[config.mk]
export PLATFORM = sky130hd
export DESIGN_NAME = decimal_accumulator_machine
export DESIGN_NICKNAME = d
export VERILOG_FILES = /design/src/design/dam_pkg.sv /design/src/design/dam_alu.sv /design/src/design/decimal_accumulator_machine.sv
export VERILOG_INCLUDE_DIRS = /design/src /design/src/design
export SDC_FILE = /design/constraint.sdc
export NUM_CORES = 2
export LEC_CHECK = 0
export BUFFER_PORTS_ARGS = -buffer_cell sky130_fd_sc_hd__buf_2
export CORE_UTILIZATION = 39
export DETAILED_ROUTE_END_ITERATION = 6
export PLACE_DENSITY = 0.64
export SKIP_LAST_GASP = 1
export SLEW_MARGIN = 5
export SYNTH_ARGS = -nofsm -noshare
export SYNTH_HDL_FRONTEND = slang
export SYNTH_SLANG_ARGS = --single-unit
[constraint.sdc]
create_clock -name i_clk -period 14.2 [get_ports i_clk]
set_clock_uncertainty 0.15 [all_clocks]
set_input_delay 0.71 -clock i_clk [delete_from_list [all_inputs] [get_ports i_clk]]
set_output_delay 0.71 -clock i_clk [all_outputs]
set_load 0.05 [all_outputs]
[src/design/decimal_accumulator_machine_macros.svh]
// Assertion macros shared by the decimal accumulator machine RTL.
`ifndef DECIMAL_ACCUMULATOR_MACHINE_MACROS_SVH
`define DECIMAL_ACCUMULATOR_MACHINE_MACROS_SVH

// Same-cycle implication, sampled on i_clk and disabled while i_rst_n is low.
`define DAM_ASSERT_SAME(lbl, ante, cons, msg) \
    lbl: assert property (@(posedge i_clk) disable iff (!i_rst_n) (ante) |-> (cons)) \
        else $error(msg);

// Next-cycle implication, sampled on i_clk and disabled while i_rst_n is low.
`define DAM_ASSERT_NEXT(lbl, ante, cons, msg) \
    lbl: assert property (@(posedge i_clk) disable iff (!i_rst_n) (ante) |=> (cons)) \
        else $error(msg);

`endif

[src/design/dam_pkg.sv]
// Shared types and constants of the decimal accumulator machine.
`default_nettype none

package dam_pkg;

    // Commands carried by an input word.
    localparam logic [1:0] CMD_LOAD  = 2'd0;
    localparam logic [1:0] CMD_START = 2'd1;
    localparam logic [1:0] CMD_EXEC  = 2'd2;

    // Instruction opcodes (the hundreds part of a memory word).
    localparam logic [5:0] OP_READ   = 6'd33;
    localparam logic [5:0] OP_WRITE  = 6'd32;
    localparam logic [5:0] OP_LOAD   = 6'd31;
    localparam logic [5:0] OP_STORE  = 6'd30;
    localparam logic [5:0] OP_ADD    = 6'd21;
    localparam logic [5:0] OP_SUB    = 6'd20;
    localparam logic [5:0] OP_DIV    = 6'd11;
    localparam logic [5:0] OP_MUL    = 6'd10;
    localparam logic [5:0] OP_BR     = 6'd43;
    localparam logic [5:0] OP_BRNEG  = 6'd42;
    localparam logic [5:0] OP_BRPOS  = 6'd41;
    localparam logic [5:0] OP_BRZERO = 6'd40;
    localparam logic [5:0] OP_HALT   = 6'd50;

    // Result status codes.
    localparam logic [2:0] ST_OK    = 3'd0;
    localparam logic [2:0] ST_OUT   = 3'd1;
    localparam logic [2:0] ST_HALT  = 3'd2;
    localparam logic [2:0] ST_DIVZ  = 3'd3;
    localparam logic [2:0] ST_BADOP = 3'd4;
    localparam logic [2:0] ST_OVER  = 3'd5;
    localparam logic [2:0] ST_IDLE  = 3'd6;

    // Decimal split of an instruction word. Every legal word is below DEC_LIMIT,
    // and for those (w * DEC_RECIP) >> DEC_SHIFT equals w / DEC_BASE exactly.
    localparam logic [30:0] DEC_LIMIT = 31'd5100;
    localparam logic [12:0] DEC_RECIP = 13'd5243;
    localparam int          DEC_SHIFT = 19;
    localparam logic [12:0] DEC_BASE  = 13'd100;

    typedef enum logic [1:0] {
        ALU_ADD = 2'd0,
        ALU_SUB = 2'd1,
        ALU_MUL = 2'd2,
        ALU_DIV = 2'd3
    } t_alu_op;

    typedef struct packed {
        logic        start;
        t_alu_op     op;
        logic [31:0] a;
        logic [31:0] b;
    } t_alu_req;

    typedef struct packed {
        logic        done;
        logic [31:0] result;
    } t_alu_rsp;

    typedef struct packed {
        logic [1:0]         cmd;
        logic [6:0]         load_address;
        logic signed [31:0] load_word;
        logic signed [31:0] read_value;
    } t_in_item;

    typedef struct packed {
        logic [2:0]         status;
        logic signed [31:0] out_value;
        logic               read_taken;
        logic [6:0]         prog_count;
        logic signed [31:0] acc_value;
    } t_out_item;

endpackage

`default_nettype wire

[src/design/dam_alu.sv]
// Shared iterative arithmetic unit: add, subtract, shift-add multiply, restoring divide.
`default_nettype none

module dam_alu (
    input  logic               i_clk,
    input  logic               i_rst_n,
    input  dam_pkg::t_alu_req  i_req,
    output dam_pkg::t_alu_rsp  o_rsp
);

    typedef enum logic [6:0] {
        U_IDLE  = 7'b0000001,
        U_ADD   = 7'b0000010,
        U_ABS_A = 7'b0000100,
        U_ABS_B = 7'b0001000,
        U_ITER  = 7'b0010000,
        U_FIX   = 7'b0100000,
        U_DONE  = 7'b1000000
    } t_alu_state;

    t_alu_state       r_state;
    t_alu_state       n_state;
    dam_pkg::t_alu_op r_op;
    logic [32:0]      r_acc;
    logic [31:0]      r_sh;
    logic [31:0]      r_opnd;
    logic             r_neg;
    logic [4:0]       r_cnt;

    logic [32:0]      w_add_a;
    logic [32:0]      w_add_b;
    logic             w_sub;
    logic [32:0]      w_sum;

    // The one adder of the unit; every state but idle and done borrows it.
    always_comb begin
        w_add_a = '0;
        w_add_b = '0;
        w_sub   = 1'b0;
        case (r_state)
            U_ADD: begin
                w_add_a = {1'b0, r_acc[31:0]};
                w_add_b = {1'b0, r_opnd};
                w_sub   = (r_op == dam_pkg::ALU_SUB);
            end
            U_ABS_A: begin
                w_add_b = {1'b0, r_sh};
                w_sub   = 1'b1;
            end
            U_ABS_B: begin
                w_add_b = {1'b0, r_opnd};
                w_sub   = 1'b1;
            end
            U_ITER: begin
                w_add_b = {1'b0, r_opnd};
                if (r_op == dam_pkg::ALU_DIV) begin
                    w_add_a = {r_acc[31:0], r_sh[31]};
                    w_sub   = 1'b1;
                end else begin
                    w_add_a = r_acc;
                end
            end
            U_FIX: begin
                w_add_b = {1'b0, r_sh};
                w_sub   = r_neg;
            end
            default: begin
            end
        endcase
    end

    assign w_sum = w_add_a + (w_sub ? ~w_add_b : w_add_b) + 33'(w_sub);

    always_comb begin
        n_state = r_state;
        case (r_state)
            U_IDLE: begin
                if (i_req.start) begin
                    case (i_req.op)
                        dam_pkg::ALU_MUL: n_state = U_ITER;
                        dam_pkg::ALU_DIV: n_state = U_ABS_A;
                        default:          n_state = U_ADD;
                    endcase
                end
            end
            U_ADD:   n_state = U_DONE;
            U_ABS_A: n_state = U_ABS_B;
            U_ABS_B: n_state = U_ITER;
            U_ITER: begin
                if (r_cnt == '0) begin
                    n_state = (r_op == dam_pkg::ALU_DIV) ? U_FIX : U_DONE;
                end
            end
            U_FIX:   n_state = U_DONE;
            U_DONE:  n_state = U_IDLE;
            default: n_state = U_IDLE;
        endcase
    end

    always_ff @(posedge i_clk) begin
        if (!i_rst_n) begin
            r_state <= U_IDLE;
        end else begin
            r_state <= n_state;
        end
    end

    always_ff @(posedge i_clk) begin
        case (r_state)
            U_IDLE: begin
                if (i_req.start) begin
                    r_op   <= i_req.op;
                    r_cnt  <= '1;
                    r_neg  <= i_req.a[31] ^ i_req.b[31];
                    r_acc  <= (i_req.op == dam_pkg::ALU_ADD || i_req.op == dam_pkg::ALU_SUB)
                              ? {1'b0, i_req.a} : '0;
                    r_sh   <= (i_req.op == dam_pkg::ALU_MUL) ? i_req.b : i_req.a;
                    r_opnd <= (i_req.op == dam_pkg::ALU_MUL) ? i_req.a : i_req.b;
                end
            end
            U_ADD: r_acc <= w_sum;
            U_ABS_A: begin
                if (r_sh[31]) begin
                    r_sh <= w_sum[31:0];
                end
            end
            U_ABS_B: begin
                if (r_opnd[31]) begin
                    r_opnd <= w_sum[31:0];
                end
            end
            U_ITER: begin
                r_cnt <= r_cnt - 5'd1;
                if (r_op == dam_pkg::ALU_DIV) begin
                    // Restoring step: keep the difference only when it did not go negative.
                    if (!w_sum[32]) begin
                        r_acc <= w_sum;
                        r_sh  <= {r_sh[30:0], 1'b1};
                    end else begin
                        r_acc <= {r_acc[31:0], r_sh[31]};
                        r_sh  <= {r_sh[30:0], 1'b0};
                    end
                end else begin
                    if (r_sh[0]) begin
                        r_acc <= w_sum;
                    end
                    r_opnd <= {r_opnd[30:0], 1'b0};
                    r_sh   <= {1'b0, r_sh[31:1]};
                end
            end
            U_FIX: r_acc <= w_sum;
            default: begin
            end
        endcase
    end

    assign o_rsp.done   = (r_state == U_DONE);
    assign o_rsp.result = r_acc[31:0];

endmodule

`default_nettype wire

[src/design/decimal_accumulator_machine.sv]
// Top level of the decimal accumulator machine: memory, instruction sequencer, result register.
// A load or start word goes from idle straight to the response state, and so does an execute
// word that finds the machine stopped or its counter past the last address. An execute word
// whose memory word is negative or decodes to an opcode above 50 is refused from the fetch
// state. The other execute words pass through fetch, decode and operate; moves, branches,
// halt, a zero divisor and an unknown opcode then respond, while add, subtract, multiply and
// divide first wait on the shared arithmetic unit, whose 32-step shift-add and restoring-divide
// loop sets the long cases. The machine works on one input word at a time; the next word is
// taken as soon as the result has gone into the output register, even while that register
// still waits to be taken. The 100-word memory reads as zero after reset through one valid
// bit per word, so there is no clearing pass and the block is ready as soon as reset ends.
`default_nettype none

`include "decimal_accumulator_machine_macros.svh"

module decimal_accumulator_machine #(
    parameter int MEM_WORDS = 100
) (
    input  logic               i_clk,
    input  logic               i_rst_n,
    input  logic               i_valid,
    output logic               o_stall,
    input  dam_pkg::t_in_item  i_item,
    output logic               o_valid,
    input  logic               i_stall,
    output dam_pkg::t_out_item o_result
);

    localparam int AW = $clog2(MEM_WORDS);

    typedef enum logic [5:0] {
        S_IDLE   = 6'b000001,
        S_FETCH  = 6'b000010,
        S_DECODE = 6'b000100,
        S_OPER   = 6'b001000,
        S_WAIT   = 6'b010000,
        S_RESP   = 6'b100000
    } t_state;

    // Control and architectural state.
    t_state         r_state,     n_state;
    logic           r_running,   n_running;
    logic [6:0]     r_pc,        n_pc;
    logic [31:0]    r_acc,       n_acc;
    logic           r_out_valid, n_out_valid;
    logic [MEM_WORDS-1:0] r_vld;

    // Payload.
    logic [31:0]        r_rval,   n_rval;
    logic [2:0]         r_status, n_status;
    logic [31:0]        r_outv,   n_outv;
    logic               r_taken,  n_taken;
    logic [6:0]         r_addr,   n_addr;
    logic [5:0]         r_opc,    n_opc;
    logic [12:0]        r_wlo,    n_wlo;
    dam_pkg::t_out_item r_out,    n_out;

    // Memory.
    logic [31:0]    r_mem [MEM_WORDS];
    logic [31:0]    r_rdata;
    logic           r_rd_vld;
    logic           w_we;
    logic [AW-1:0]  w_waddr;
    logic [31:0]    w_wdata;
    logic           w_re;
    logic [AW-1:0]  w_raddr;

    logic               w_in_acc;
    logic [31:0]        w_mem_word;
    logic [25:0]        w_dec_prod;
    logic [12:0]        w_addr_full;
    logic [6:0]         w_addr;
    logic               w_bad_word;
    logic               w_out_load;
    dam_pkg::t_alu_req  w_alu_req;
    dam_pkg::t_alu_rsp  w_alu_rsp;

    dam_alu u_alu (
        .i_clk   (i_clk),
        .i_rst_n (i_rst_n),
        .i_req   (w_alu_req),
        .o_rsp   (w_alu_rsp)
    );

    assign o_stall  = (r_state != S_IDLE);
    assign w_in_acc = i_valid && !o_stall;

    // A word never written since reset reads as zero.
    assign w_mem_word = r_rd_vld ? r_rdata : '0;

    // Opcode by reciprocal multiply; the address then follows in the decode state from the registered opcode.
    assign w_dec_prod  = 26'(w_mem_word[12:0]) * 26'(dam_pkg::DEC_RECIP);
    assign w_bad_word  = w_mem_word[31] || (w_mem_word[30:0] >= dam_pkg::DEC_LIMIT);
    assign w_addr_full = r_wlo - 13'(r_opc) * dam_pkg::DEC_BASE;
    assign w_addr      = w_addr_full[6:0];

    assign w_out_load  = (r_state == S_RESP) && (!r_out_valid || !i_stall);

    always_comb begin
        n_state     = r_state;
        n_running   = r_running;
        n_pc        = r_pc;
        n_acc       = r_acc;
        n_rval      = r_rval;
        n_status    = r_status;
        n_outv      = r_outv;
        n_taken     = r_taken;
        n_addr      = r_addr;
        n_opc       = r_opc;
        n_wlo       = r_wlo;
        w_we        = 1'b0;
        w_waddr     = '0;
        w_wdata     = '0;
        w_re        = 1'b0;
        w_raddr     = '0;
        w_alu_req.start = 1'b0;
        w_alu_req.op    = dam_pkg::ALU_ADD;
        w_alu_req.a     = r_acc;
        w_alu_req.b     = w_mem_word;

        case (r_state)
            S_IDLE: begin
                if (w_in_acc) begin
                    n_rval   = i_item.read_value;
                    n_status = dam_pkg::ST_OK;
                    n_outv   = '0;
                    n_taken  = 1'b0;
                    n_state  = S_RESP;
                    case (i_item.cmd)
                        dam_pkg::CMD_LOAD: begin
                            if (32'(i_item.load_address) < MEM_WORDS) begin
                                w_we    = 1'b1;
                                w_waddr = AW'(i_item.load_address);
                                w_wdata = i_item.load_word;
                            end
                        end
                        dam_pkg::CMD_START: begin
                            n_pc      = '0;
                            n_running = 1'b1;
                        end
                        dam_pkg::CMD_EXEC: begin
                            if (!r_running) begin
                                n_status = dam_pkg::ST_IDLE;
                            end else if (32'(r_pc) >= MEM_WORDS) begin
                                n_running = 1'b0;
                                n_status  = dam_pkg::ST_OVER;
                            end else begin
                                w_re    = 1'b1;
                                w_raddr = AW'(r_pc);
                                n_state = S_FETCH;
                            end
                        end
                        default: begin
                        end
                    endcase
                end
            end
            S_FETCH: begin
                n_wlo = w_mem_word[12:0];
                n_opc = 6'(w_dec_prod >> dam_pkg::DEC_SHIFT);
                if (w_bad_word) begin
                    n_status  = dam_pkg::ST_BADOP;
                    n_running = 1'b0;
                    n_state   = S_RESP;
                end else begin
                    n_state = S_DECODE;
                end
            end
            S_DECODE: begin
                n_addr  = w_addr;
                w_re    = 1'b1;
                w_raddr = AW'(w_addr);
                n_state = S_OPER;
            end
            S_OPER: begin
                n_state = S_RESP;
                n_pc    = r_pc + 7'd1;
                case (r_opc)
                    dam_pkg::OP_READ: begin
                        w_we    = 1'b1;
                        w_waddr = AW'(r_addr);
                        w_wdata = r_rval;
                        n_taken = 1'b1;
                    end
                    dam_pkg::OP_WRITE: begin
                        n_outv   = w_mem_word;
                        n_status = dam_pkg::ST_OUT;
                    end
                    dam_pkg::OP_LOAD: n_acc = w_mem_word;
                    dam_pkg::OP_STORE: begin
                        w_we    = 1'b1;
                        w_waddr = AW'(r_addr);
                        w_wdata = r_acc;
                    end
                    dam_pkg::OP_ADD: begin
                        w_alu_req.start = 1'b1;
                        w_alu_req.op    = dam_pkg::ALU_ADD;
                        n_state         = S_WAIT;
                    end
                    dam_pkg::OP_SUB: begin
                        w_alu_req.start = 1'b1;
                        w_alu_req.op    = dam_pkg::ALU_SUB;
                        n_state         = S_WAIT;
                    end
                    dam_pkg::OP_MUL: begin
                        w_alu_req.start = 1'b1;
                        w_alu_req.op    = dam_pkg::ALU_MUL;
                        n_state         = S_WAIT;
                    end
                    dam_pkg::OP_DIV: begin
                        if (w_mem_word == '0) begin
                            n_status  = dam_pkg::ST_DIVZ;
                            n_pc      = r_pc;
                            n_running = 1'b0;
                        end else begin
                            w_alu_req.start = 1'b1;
                            w_alu_req.op    = dam_pkg::ALU_DIV;
                            n_state         = S_WAIT;
                        end
                    end
                    dam_pkg::OP_BR: n_pc = r_addr;
                    dam_pkg::OP_BRNEG: begin
                        if (r_acc[31]) begin
                            n_pc = r_addr;
                        end
                    end
                    dam_pkg::OP_BRPOS: begin
                        if (r_acc != '0 && !r_acc[31]) begin
                            n_pc = r_addr;
                        end
                    end
                    dam_pkg::OP_BRZERO: begin
                        if (r_acc == '0) begin
                            n_pc = r_addr;
                        end
                    end
                    dam_pkg::OP_HALT: begin
                        n_acc     = '0;
                        n_status  = dam_pkg::ST_HALT;
                        n_pc      = r_pc;
                        n_running = 1'b0;
                    end
                    default: begin
                        n_status  = dam_pkg::ST_BADOP;
                        n_pc      = r_pc;
                        n_running = 1'b0;
                    end
                endcase
            end
            S_WAIT: begin
                if (w_alu_rsp.done) begin
                    n_acc   = w_alu_rsp.result;
                    n_state = S_RESP;
                end
            end
            S_RESP: begin
                if (w_out_load) begin
                    n_state = S_IDLE;
                end
            end
            default: n_state = S_IDLE;
        endcase
    end

    always_comb begin
        n_out       = r_out;
        n_out_valid = r_out_valid;
        if (w_out_load) begin
            n_out.status     = r_status;
            n_out.out_value  = r_outv;
            n_out.read_taken = r_taken;
            n_out.prog_count = r_pc;
            n_out.acc_value  = r_acc;
            n_out_valid      = 1'b1;
        end else if (r_out_valid && !i_stall) begin
            n_out_valid = 1'b0;
        end
    end

    always_ff @(posedge i_clk) begin
        if (!i_rst_n) begin
            r_state     <= S_IDLE;
            r_running   <= 1'b0;
            r_pc        <= '0;
            r_acc       <= '0;
            r_out_valid <= 1'b0;
            r_vld       <= '0;
        end else begin
            r_state     <= n_state;
            r_running   <= n_running;
            r_pc        <= n_pc;
            r_acc       <= n_acc;
            r_out_valid <= n_out_valid;
            if (w_we) begin
                r_vld[w_waddr] <= 1'b1;
            end
        end
    end

    always_ff @(posedge i_clk) begin
        r_rval   <= n_rval;
        r_status <= n_status;
        r_outv   <= n_outv;
        r_taken  <= n_taken;
        r_addr   <= n_addr;
        r_opc    <= n_opc;
        r_wlo    <= n_wlo;
        r_out    <= n_out;
    end

    always_ff @(posedge i_clk) begin
        if (w_we) begin
            r_mem[w_waddr] <= w_wdata;
        end
        if (w_re) begin
            r_rdata  <= r_mem[w_raddr];
            r_rd_vld <= r_vld[w_raddr];
        end
    end

    assign o_valid  = r_out_valid;
    assign o_result = r_out;

    `DAM_ASSERT_SAME(a_alu_start_oper, w_alu_req.start, r_state == S_OPER, "unit started outside execute")
    `DAM_ASSERT_SAME(a_alu_done_wait, w_alu_rsp.done, r_state == S_WAIT, "unit finished while not awaited")
    `DAM_ASSERT_SAME(a_mem_we_state, w_we, r_state == S_IDLE || r_state == S_OPER, "stray memory write")
    `DAM_ASSERT_SAME(a_pc_range, 1'b1, 32'(r_pc) <= MEM_WORDS, "program counter beyond overrun value")
    `DAM_ASSERT_NEXT(a_halt_stops, r_state == S_OPER && r_opc == dam_pkg::OP_HALT, !r_running, "halt left the machine running")

endmodule

`default_nettype wire
==> metrics.txt <==
# TYPE chip_impl_metric gauge
chip_impl_info{name="outcome",value="complete, no violations"} 1
chip_impl_info{name="synth.largest_area_cell",value="edfxtp_1"} 1
chip_impl_metric{name="max-cap-violations",unit=""} 0
chip_impl_metric{name="drv_slew",unit=""} 0
chip_impl_metric{name="synth_largest_type_area_fraction",unit="%"} 69.3
chip_impl_metric{name="die_height",unit="um"} 626
chip_impl_metric{name="routabilityCongestion",unit=""} 0.912
chip_impl_metric{name="drt_wl_total",unit="mm"} 498
chip_impl_info{name="crit-reg2reg-capture",value="r_opc[5]$_DFFE_PP_"} 1
chip_impl_info{name="timing.hold.worst_endpoint",value="r_state[2]$_SDFFE_PN0P_"} 1
chip_impl_metric{name="grt_pass1_vias",unit=""} 93900
chip_impl_metric{name="drtAntennaViolNets",unit=""} 0
chip_impl_info{name="root_buffer",value="clkbuf_16"} 1
chip_impl_metric{name="fin_total_pwr",unit="uW"} 22000
chip_impl_metric{name="slew_headroom",unit="%"} 6.70
chip_impl_metric{name="average_wire_length_per_cell_after_detail_routing",unit="um"} 29.9
chip_impl_info{name="grt_setup_unrepaired",value="no"} 1
chip_impl_metric{name="fp-row-count",unit=""} 228
chip_impl_metric{name="syn_nets",unit=""} 11200
chip_impl_metric{name="final.fill_count",unit=""} 33900
chip_impl_metric{name="initial_antenna_violation_count",unit=""} 32
chip_impl_metric{name="asyncSetResetFlopFracSynth",unit="%"} 0
chip_impl_metric{name="static_power_due_to_leakage",unit="uW"} 0.0617
chip_impl_metric{name="initial_utilization",unit="%"} 39.3
chip_impl_metric{name="routed_via_count_divided_by_cell_count",unit=""} 6.01
chip_impl_metric{name="io_buffers",unit=""} 153
chip_impl_metric{name="synthCells",unit=""} 11000
chip_impl_metric{name="seq_area_frac_synth",unit="%"} 71.3
chip_impl_info{name="regToRegStartpoint",value="r_rdata[10]$_DFFE_PP_"} 1
chip_impl_metric{name="syn_area",unit="sq um"} 152000
chip_impl_metric{name="floorplan.die_area",unit="sq um"} 392000
chip_impl_metric{name="routed-via-count",unit=""} 100000
chip_impl_metric{name="maximum_number_of_pins_on_one_net_before_global_route_repair",unit=""} 134
chip_impl_metric{name="yosysWarnings",unit=""} 0
chip_impl_metric{name="reg2reg_depth",unit=""} 21
chip_impl_metric{name="grt_usage",unit="%"} 24.7
chip_impl_metric{name="timing.fmax",unit="MHz"} 141
chip_impl_metric{name="dp_slack",unit="ns"} 7.21
chip_impl_metric{name="fraction_of_layout_cells_with_a_size_suffix_above_1",unit="%"} 13.0
chip_impl_metric{name="globalRouteOverflowTotal",unit=""} 0
chip_impl_metric{name="number_of_buffers_inserted_during_clock_tree_synthesis",unit=""} 371
chip_impl_info{name="setup.worst_path.start_class",value="register"} 1
chip_impl_info{name="list_of_most_frequent_post_synthesis_cells",value="3,501 x edfxtp_1, 2,479 x nand2_1, 728 x nand3_1"} 1
chip_impl_info{name="synth-main-ff-cell",value="edfxtp_1"} 1
chip_impl_metric{name="clock_sinks",unit=""} 3655
chip_impl_metric{name="critical_path.max_fanout",unit=""} 9
chip_impl_metric{name="min_period",unit="ns"} 7.09
chip_impl_metric{name="post_layout_nonfiller_instances",unit=""} 16700
chip_impl_metric{name="postSynthRegisterBits",unit=""} 3655
chip_impl_metric{name="post_synth_num_cell_types",unit=""} 91
chip_impl_metric{name="synth_edf_count",unit=""} 3501
chip_impl_info{name="critPathCaptureType",value="register"} 1
chip_impl_info{name="hold_path_class",value="primary input to register"} 1
chip_impl_metric{name="post_cts_resized",unit=""} 0
chip_impl_metric{name="irDropWorstVdd",unit="mV"} 0.0982
chip_impl_info{name="synth_most_common_cell",value="edfxtp_1"} 1
chip_impl_metric{name="fin_nets",unit=""} 11500
chip_impl_metric{name="final-setup-viol-count",unit=""} 0
chip_impl_metric{name="cts_setup_buffers",unit=""} 0
chip_impl_metric{name="core_outline_area",unit="sq um"} 387000
chip_impl_metric{name="detail_route.drc_violations",unit=""} 0
chip_impl_info{name="worstHoldStart",value="i_valid"} 1
chip_impl_metric{name="final_worst_path_period_share",unit="%"} 49.9
chip_impl_metric{name="post_cts_clock_slew_at_the_launch_and_capture_registers_of_the_worst_setup_and_hold_paths",unit="ns"} 0.06
chip_impl_metric{name="hpwlAfterDp",unit="mm"} 287
chip_impl_metric{name="rrSetupSlack",unit="ns"} 7.11
chip_impl_metric{name="clock_insertion_delay_worst_skew",unit="ns"} 0.98
chip_impl_metric{name="area_growth_syn_to_layout",unit="%"} 13.8
chip_impl_metric{name="dr.first_iter.drc_count",unit=""} 15800
chip_impl_metric{name="placedCellCount",unit=""} 16000
chip_impl_metric{name="worstMarginPinSlew",unit="ns"} 1.39
chip_impl_metric{name="drt-pass1-iter-count",unit=""} 6
chip_impl_metric{name="worst_ep_arrival_time",unit="ns"} 7.57
chip_impl_info{name="timing.setup.critical_path_class",value="register to register"} 1
chip_impl_metric{name="timing.hold.worst_path_depth",unit=""} 5
chip_impl_metric{name="num_io_pins",unit=""} 154
chip_impl_info{name="synth.top_cells.by_area",value="edfxtp_1 69%, nand2_1 6.1%, mux4_2 2.9%"} 1
chip_impl_metric{name="required",unit="ns"} 14.68
chip_impl_metric{name="htree_levels",unit=""} 5
chip_impl_metric{name="first_pass_grt_wire_length",unit="mm"} 700
chip_impl_metric{name="synthesis.area_per_instance",unit="sq um"} 13.8
chip_impl_metric{name="pwr_density_cell",unit="nW/um^2"} 127
chip_impl_metric{name="die_w",unit="um"} 626
chip_impl_metric{name="setup-tns-final",unit="ns"} 0
chip_impl_metric{name="cts-root-to-sink-buffers",unit=""} 4
chip_impl_metric{name="final_critical_path_setup_slack",unit="ns"} 7.11
chip_impl_metric{name="final-hold-violation-count",unit=""} 0
chip_impl_info{name="clock_tree_from_tritoncts",value="built"} 1
layout make-up:
cell class	instances	area [sq um]	area share (%)
Sequential cell	3655	108000	62.7
Clock buffer	477	9900	5.74
Clock inverter	200	2140	1.24
Multi-Input combinational cell	6452	41300	23.9
Antenna cell	6	15.0	0.00870
Tap cell	5175	6470	3.75
Timing Repair Buffer	553	4040	2.34
Inverter	157	589	0.341
worst max path at each step:
stage                                from               endpoint  cells past startpoint
floorplan              r_opc[3]$_DFFE_PP_  r_mem[0][0]$_DFFE_PP_                      7
global placement    r_rdata[10]$_DFFE_PP_     r_opc[5]$_DFFE_PP_                     21
detailed placement  r_rdata[10]$_DFFE_PP_     r_opc[5]$_DFFE_PP_                     21
CTS                 r_rdata[10]$_DFFE_PP_     r_opc[5]$_DFFE_PP_                     21
global route        r_rdata[10]$_DFFE_PP_     r_opc[5]$_DFFE_PP_                     21
finish              r_rdata[10]$_DFFE_PP_     r_opc[5]$_DFFE_PP_                     21
layer usage:
| layer | up-vias | wire (um) | part of all wire [%] | global-route usage [%] |
|---|---|---|---|---|
| met4 | 12 | 24500 | 4.9 | 10.7 |
| li1 | 41900 | - | - | - |
| met2 | 6659 | 221000 | 44 | 37.8 |
| met5 | - | 85 | 0.017 | 0 |
| met1 | 50700 | 189000 | 38 | 34.2 |
| met3 | 981 | 63600 | 13 | 5.18 |
sequential cells by signal, indices dropped and copies added, names as in the netlist, 2 cells and up:
| name | flops |
|---|---|
| r_mem | 3200 |
| r_vld | 100 |
| o_result | 75 |
| u_alu.r_acc | 33 |
| r_acc | 32 |
| r_outv | 32 |
| r_rdata | 32 |
| r_rval | 32 |
| u_alu.r_opnd | 32 |
| u_alu.r_sh | 32 |
| r_addr | 7 |
| r_pc | 7 |
| r_wlo | 7 |
| u_alu.r_state | 7 |
| r_opc | 6 |
| r_state | 6 |
| u_alu.r_cnt | 5 |
| r_status | 3 |
| u_alu.r_op | 2 |
worst max-delay path, stage by stage (launching register included):
cell	delay, ns
edfxtp_1	0.98
nand2_1	0.56
inv_1	0.39
ha_1	0.23
inv_1	0.06
fa_1	0.50
inv_1	0.06
fa_1	0.51
inv_1	0.06
fa_1	0.53
inv_1	0.05
fa_1	0.43
ha_1	0.31
a21o_1	0.16
a21o_1	0.17
a21oi_1	0.19
o211ai_1	0.12
a31o_2	0.26
a2111oi_0	0.54
o31ai_1	0.21
a21oi_1	0.21
xnor2_1	0.08
kinds of logic (layout without fill, tap and decap cells):
group                    after synthesis  after routing  synth area share (%)
multiplexers                         431            431                  4.48
AO/OA/AOI/OAI                       1740           1740                  7.88
flip-flops                          3655           3655                  71.3
AND/OR/NAND/NOR                     3983           3983                  11.3
other                                  0              6                     0
buffers and inverters                851           1387                  2.54
XOR/XNOR                              92             92                 0.531
adder cells (fa/ha/maj)              206            206                  1.99
placed cells by master (no fill, tap or decap), drive strengths merged, types with 146 or more instances in the layout:
cell    instances
nand2        2480
and3          183
mux2i         222
o21ai         237
dfxtp         154
a21oi         423
clkbuf        477
ha            148
a22oi         146
inv           167
mux4          196
edfxtp       3501
nand3         728
nor2          278
clkinv        147
buf           520
a31oi         182
repair_timing:
item,CTS,global route
hold buffers,33,0
hold endpoints to repair,33,0
endpoints found under the setup margin,0,0
metrics by stage:
| step | cell area (sq um) | utilization [%] | hold slack [ns] |
|---|---|---|---|
| floorplan | 152000 | - | 0.250 |
| global placement | 160000 | 41.4 | 0.253 |
| detailed placement | 160000 | 41.5 | 0.255 |
| CTS | 173000 | 44.7 | 0.0254 |
| global route | 173000 | 44.7 | 0.138 |
| finish | 173000 | 44.7 | 0.0875 |
power by group:
group          internal [uW]  switching [uW]
registers              11800            27.5
clock network           5480            4250
logic                   86.7             329
Power figures use the tool's default switching activity.
